## src/hdl/chip8_instruction_executor_unit_assert.svh

```systemverilog
// Assertion macros for the CHIP-8 executor.
`ifndef CHIP8_INSTRUCTION_EXECUTOR_UNIT_ASSERT_SVH
`define CHIP8_INSTRUCTION_EXECUTOR_UNIT_ASSERT_SVH

`ifndef NO_ASSERTIONS
// checked only out of reset
`define C8X_ASSERT(lbl, prop, msg) \
  lbl: assert property (@(posedge clk) disable iff (!rst_n) (prop)) else $error(msg);
// checked on every edge
`define C8X_ASSERT_ALWAYS(lbl, prop, msg) \
  lbl: assert property (@(posedge clk) (prop)) else $error(msg);
`else
`define C8X_ASSERT(lbl, prop, msg)
`define C8X_ASSERT_ALWAYS(lbl, prop, msg)
`endif

`endif

```

## src/hdl/c8x_ram.sv

```systemverilog
`timescale 1ns / 1ps
module c8x_ram #(
  parameter int WIDTH = 8,
  parameter int DEPTH = 16
) (
  input  logic                     clk,
  input  logic                     we,
  input  logic [$clog2(DEPTH)-1:0] waddr,
  input  logic [WIDTH-1:0]         wdata,
  input  logic [$clog2(DEPTH)-1:0] raddr,
  output logic [WIDTH-1:0]         rdata
);

  logic [WIDTH-1:0] mem [DEPTH];

  always_ff @(posedge clk) begin
    if (we) begin
      mem[waddr] <= wdata;
    end
    rdata <= mem[raddr];
  end

endmodule

```

## config.mk

```make
export PLATFORM = sky130hd
export DESIGN_NAME = c8x_ram
export DESIGN_NICKNAME = d
export VERILOG_FILES = /design/src/hdl/chip8_instruction_executor_unit_assert.svh /design/src/hdl/c8x_ram.sv
export SDC_FILE = /design/constraint.sdc
export NUM_CORES = 1
export LEC_CHECK = 0
export BUFFER_PORTS_ARGS = -buffer_cell sky130_fd_sc_hd__buf_2
export CORE_ASPECT_RATIO = 0.6
export CORE_MARGIN = 1.5
export CORE_UTILIZATION = 65
export DETAILED_ROUTE_END_ITERATION = 7
export PLACE_DENSITY = 0.81
export SETUP_SLACK_MARGIN = 0.5
export SYNTH_ARGS = -nofsm -noshare
export SYNTH_HDL_FRONTEND = slang
export SYNTH_SLANG_ARGS = --single-unit
export TNS_END_PERCENT = 100
```

## constraint.sdc

```tcl
create_clock -name clk -period 6 [get_ports clk]
set_input_delay 1.5 -clock clk [delete_from_list [all_inputs] [get_ports clk]]
set_output_delay 1.5 -clock clk [all_outputs]
set_load 0.01 [all_outputs]
```

Word-level counts from Yosys, hierarchy flattened
Memory sizes are Yosys's and may differ from the RTL's. A register that Yosys moved wholly into a read port is not among the register bits.
Cells that the tools add are included.
{ "totals": {"register_bits": 0, "ram_bits": 128, "out_inout_bits": 8, "wordCells": 3, "memories": 1} }
{ "op_classes": {"muxes": 2} }
{ "mem_list": {"columns": ["name", "depth", "word_bits", "read_ports", "rd_ports_with_merged_regs", "wr", "line", "text"], "rows": [
  ["mem", 16, 8, 1, 1, 1, "c8x_ram.sv:14", "logic [WIDTH-1:0] mem [DEPTH];"]
]} }
{ "op_table": {"columns": ["cell", "n"], "rows": [
  ["1-bit 2-to-1 mux", 2]
]} }

Longest topological paths before layout
{ "depth": {"word_depth": 2, "ltp_mapped": 5, "ltp_nobuf": 3} }

Least setup slack after synthesis
No wires, ideal clock.
{ "synth_timing": {"kind": "input-to-reg", "from": "input waddr[2]", "to": "memory mem[0][0], enable pin", "arrival_time_ns": 2.610, "required_time_ns": 5.617, "path_slack_ns": 3.007, "stages": 2, "n_path_buf": 0, "path_cell_list": "or3b_2 > nor3_1"} }
{ "synth_rtl": {"columns": ["element", "line", "text"], "rows": [
  ["start: declaration", "c8x_ram.sv:8", "input logic [$clog2(DEPTH)-1:0] waddr,"],
  ["end: declaration", "c8x_ram.sv:14", null]
]} }
No word-level cell before the write port.

Worst setup path after layout
{ "layout_timing": {"from": "input waddr[2]", "to": "memory mem[0][7], enable pin"} }
No word-level cell before the write port.

==> flow_metrics.tcl <==
set metrics [dict create \
    critical_path_rt_ns 6.02 \
    place.port_buffers 25 \
    worst-r2r-cell-count 3 \
    power.switching_fraction_pct 18.6 \
    internal_power_mw 1.92 \
    core_sq_um 7480 \
    post_synth_inst_count 229 \
    cts-root-buf "clkbuf_16" \
    cts_hold_repair.buffers 0 \
    placementRows 24 \
    ys_async_sr_fraction_pct 0 \
    clk_path_buf_depth 2 \
    path_max_fanout 8 \
    antenna_found_initial 0 \
    power.share.sequential_pct 45.5 \
    power.switching_uw 438 \
    final_min_period_over_clock_period_pct 50.8 \
    drc 0 \
    post_route_cells_drive_above_1_share_pct 27.5 \
    power.leakage_nw 2.02 \
    netlist_area_sq_um 5150 \
    drv_cap 0 \
    global_route.usage.total_pct 25.9 \
    arrival_time_of_data_at_the_critical_path_endpoint_ns 3.07 \
    gp_congestion 0.769 \
    run_status "complete, no violations" \
    routed_wirelength_mm 9.71 \
    antenna_cells 0 \
    share_clk_of_total_power_pct 50.6 \
    max_slew_headroom_pct 19.3 \
    crit-reg2reg-capture "rdata[2]$_DFF_P_" \
    synth.yosys.seq_area_share_pct 77.8 \
    mostFrequentLayoutCells "edfxtp_1, buf_2, mux4_2, clkbuf_16, a22oi_1" \
    tightestPinTransition_ns 1.20 \
    final.min_clock_period_ns 3.05 \
    nFillCells 353 \
    io-pin-count 26 \
    timing.final.setup_violations 0 \
    tritoncts "built" \
    critical_path.startpoint "waddr[2]" \
    pin_count_of_the_biggest_net_entering_global_routing 33 \
    initial_utilization_pct 68.8 \
    finalHoldViolations 0 \
    dieHeight_microns 71.9 \
    crit_chain "buf_2, or3b_2, nor3_1" \
    finalNetCount 282 \
    detailedRoute.firstPassIterationCount 5 \
    p_comb_share_pct 4.0 \
    synth_nets 247 \
    synthDistinctLibCells 19 \
    chipWidth_microns 118 \
    finClkSkew_ns 0.00843 \
    synth_enable_flop_cells 128 \
    drt_first_iter_violations 198 \
    worst_setup_path_category "primary input to register" \
    regToRegStartpoint "mem[9][2]$_DFFE_PP_" \
    cts_inserted_buffers 17 \
    flow.area_growth_from_synthesis_pct 16.8 \
    hold_class "register to register" \
    clk-insertion-delay-late_ns 0.41 \
    timing.critical_path.from_type "primary input" \
    postSynth.topFlopCell "edfxtp_1" \
    clkSlewWorstSetupHoldPaths_ns 0.05 \
    num_vias 2470 \
    ant_nets 0 \
    yosysWarningCount 0 \
    post-dp-hpwl_mm 5.64 \
    area_after_dpl_sq_um 5330 \
    cp_slowest_cell "nor3_1" \
    vias_per_cell 6.50 \
    worst_ir_drop_on_vdd_uv 397 \
    timing_max_transition_violations_final 0 \
    wl_per_cell_microns 25.6 \
    numClockSinks 136 \
    fraction_of_the_core_area_covered_by_cells_at_the_end_of_the_flow_pct 80.4 \
    slowest_delay_ns 0.93 \
    post_cts.resized_instances 0 \
    critPathCapture "mem[0][7]$_DFFE_PP_" \
    syn-mean-instance-area_sq_um 22.5 \
    reg2reg_slack_ns 4.60 \
    powerDensity_nw_per_um2 391 \
    final.setup.tns_ns 0 \
    stdcell_area_sq_um 6010 \
    timing.critical_path.to_type "register" \
    grt_first_pass_wirelength_mm 14.9 \
    die-area_sq_um 8480 \
    grt_setup_unrepaired "false" \
    post-cts-setup-buffers 0 \
    grt-ovfl-total 0 \
    layout.cells.most_common "edfxtp_1" \
    max_freq_mhz 328 \
    first_global_vias 2500 \
    synthesized_flop_and_latch_total 136 \
    htreeDepth 4 \
]
## synthesized netlist by cell type, types with 2 or more instances
cell type | instances | area [sq um]
a22oi_1 | 16 | 120
buf_2 | 3 | 15.0
buf_6 | 3 | 33.8
clkdlybuf4s25_2 | 3 | 30.0
dfxtp_1 | 8 | 160
edfxtp_1 | 128 | 3840
mux4_1 | 14 | 368
mux4_2 | 18 | 405
nand2_1 | 9 | 33.8
nand2b_1 | 2 | 12.5
nand3b_1 | 2 | 15.0
nor2_1 | 13 | 48.8
nor3_1 | 4 | 20.0
## how the worst min path moves through the flow
stage | startpoint | to | slack [ns] | cells past startpoint
2_1_floorplan | mem[7][0]$_DFFE_PP_ | rdata[0]$_DFF_P_ | 0.63 | 3
3_3_place_gp | mem[7][1]$_DFFE_PP_ | rdata[1]$_DFF_P_ | 0.65 | 3
3_5_place_dp | mem[14][5]$_DFFE_PP_ | rdata[5]$_DFF_P_ | 0.66 | 3
4_1_cts | mem[12][6]$_DFFE_PP_ | rdata[6]$_DFF_P_ | 0.67 | 3
5_1_grt | mem[14][5]$_DFFE_PP_ | rdata[5]$_DFF_P_ | 0.69 | 3
6_report | mem[14][5]$_DFFE_PP_ | rdata[5]$_DFF_P_ | 0.66 | 3
## area by class of cell
class                           count  area, sq um  area share (%)
Clock buffer                       17          425            7.07
Clock inverter                     14          254            4.22
Multi-Input combinational cell     83         1070            17.7
Sequential cell                   136         4000            66.6
Tap cell                          104          130            2.16
Timing Repair Buffer               26          133            2.21
## critical path, delay by kind of cell
kind	cells	cell delay (ns)
buf+inv	1	0.11
simple gates	2	1.45
## state kept, by name, summed over array words and instances (netlist names)
name,count
mem,128
rdata,8
## cells by family after synthesis
group                  Yosys count  synth area share (%)
DFF                            136                  77.8
and+or+nand+nor                 35                  3.18
muxes                           32                  15.0
AOI/OAI and AO/OA               16                  2.33
buffers and inverters           10                  1.68
## power by group through the flow
stage               sequential (mW)  clock [mW]  combinational [mW]
floorplan                      1.09           0              0.0539
global placement               1.09           0              0.0905
detailed placement             1.09           0              0.0932
CTS                            1.07        1.20              0.0939
global route                   1.07        1.24               0.101
finish                         1.07        1.19              0.0933
## layer usage
layer | share of wire (%) | vias up | track usage, %
li1 | - | 1041 | -
met1 | 43 | 1265 | 36.4
met2 | 47 | 147 | 38.6
met3 | 9.1 | 17 | 8.65
met4 | 1.7 | 0 | 11.0
met5 | 0 | - | 0
## metrics by stage
step,setup slack [ns],std cells,hold WS (ns),power [mW]
2_1_floorplan,3.01,229,0.629,1.14
3_3_place_gp,2.52,349,0.646,1.18
3_5_place_dp,2.52,349,0.657,1.18
4_1_cts,2.97,380,0.670,2.36
5_1_grt,2.83,380,0.687,2.41
6_report,2.95,380,0.663,2.35
No activity file was read; power rests on OpenSTA's default activity.
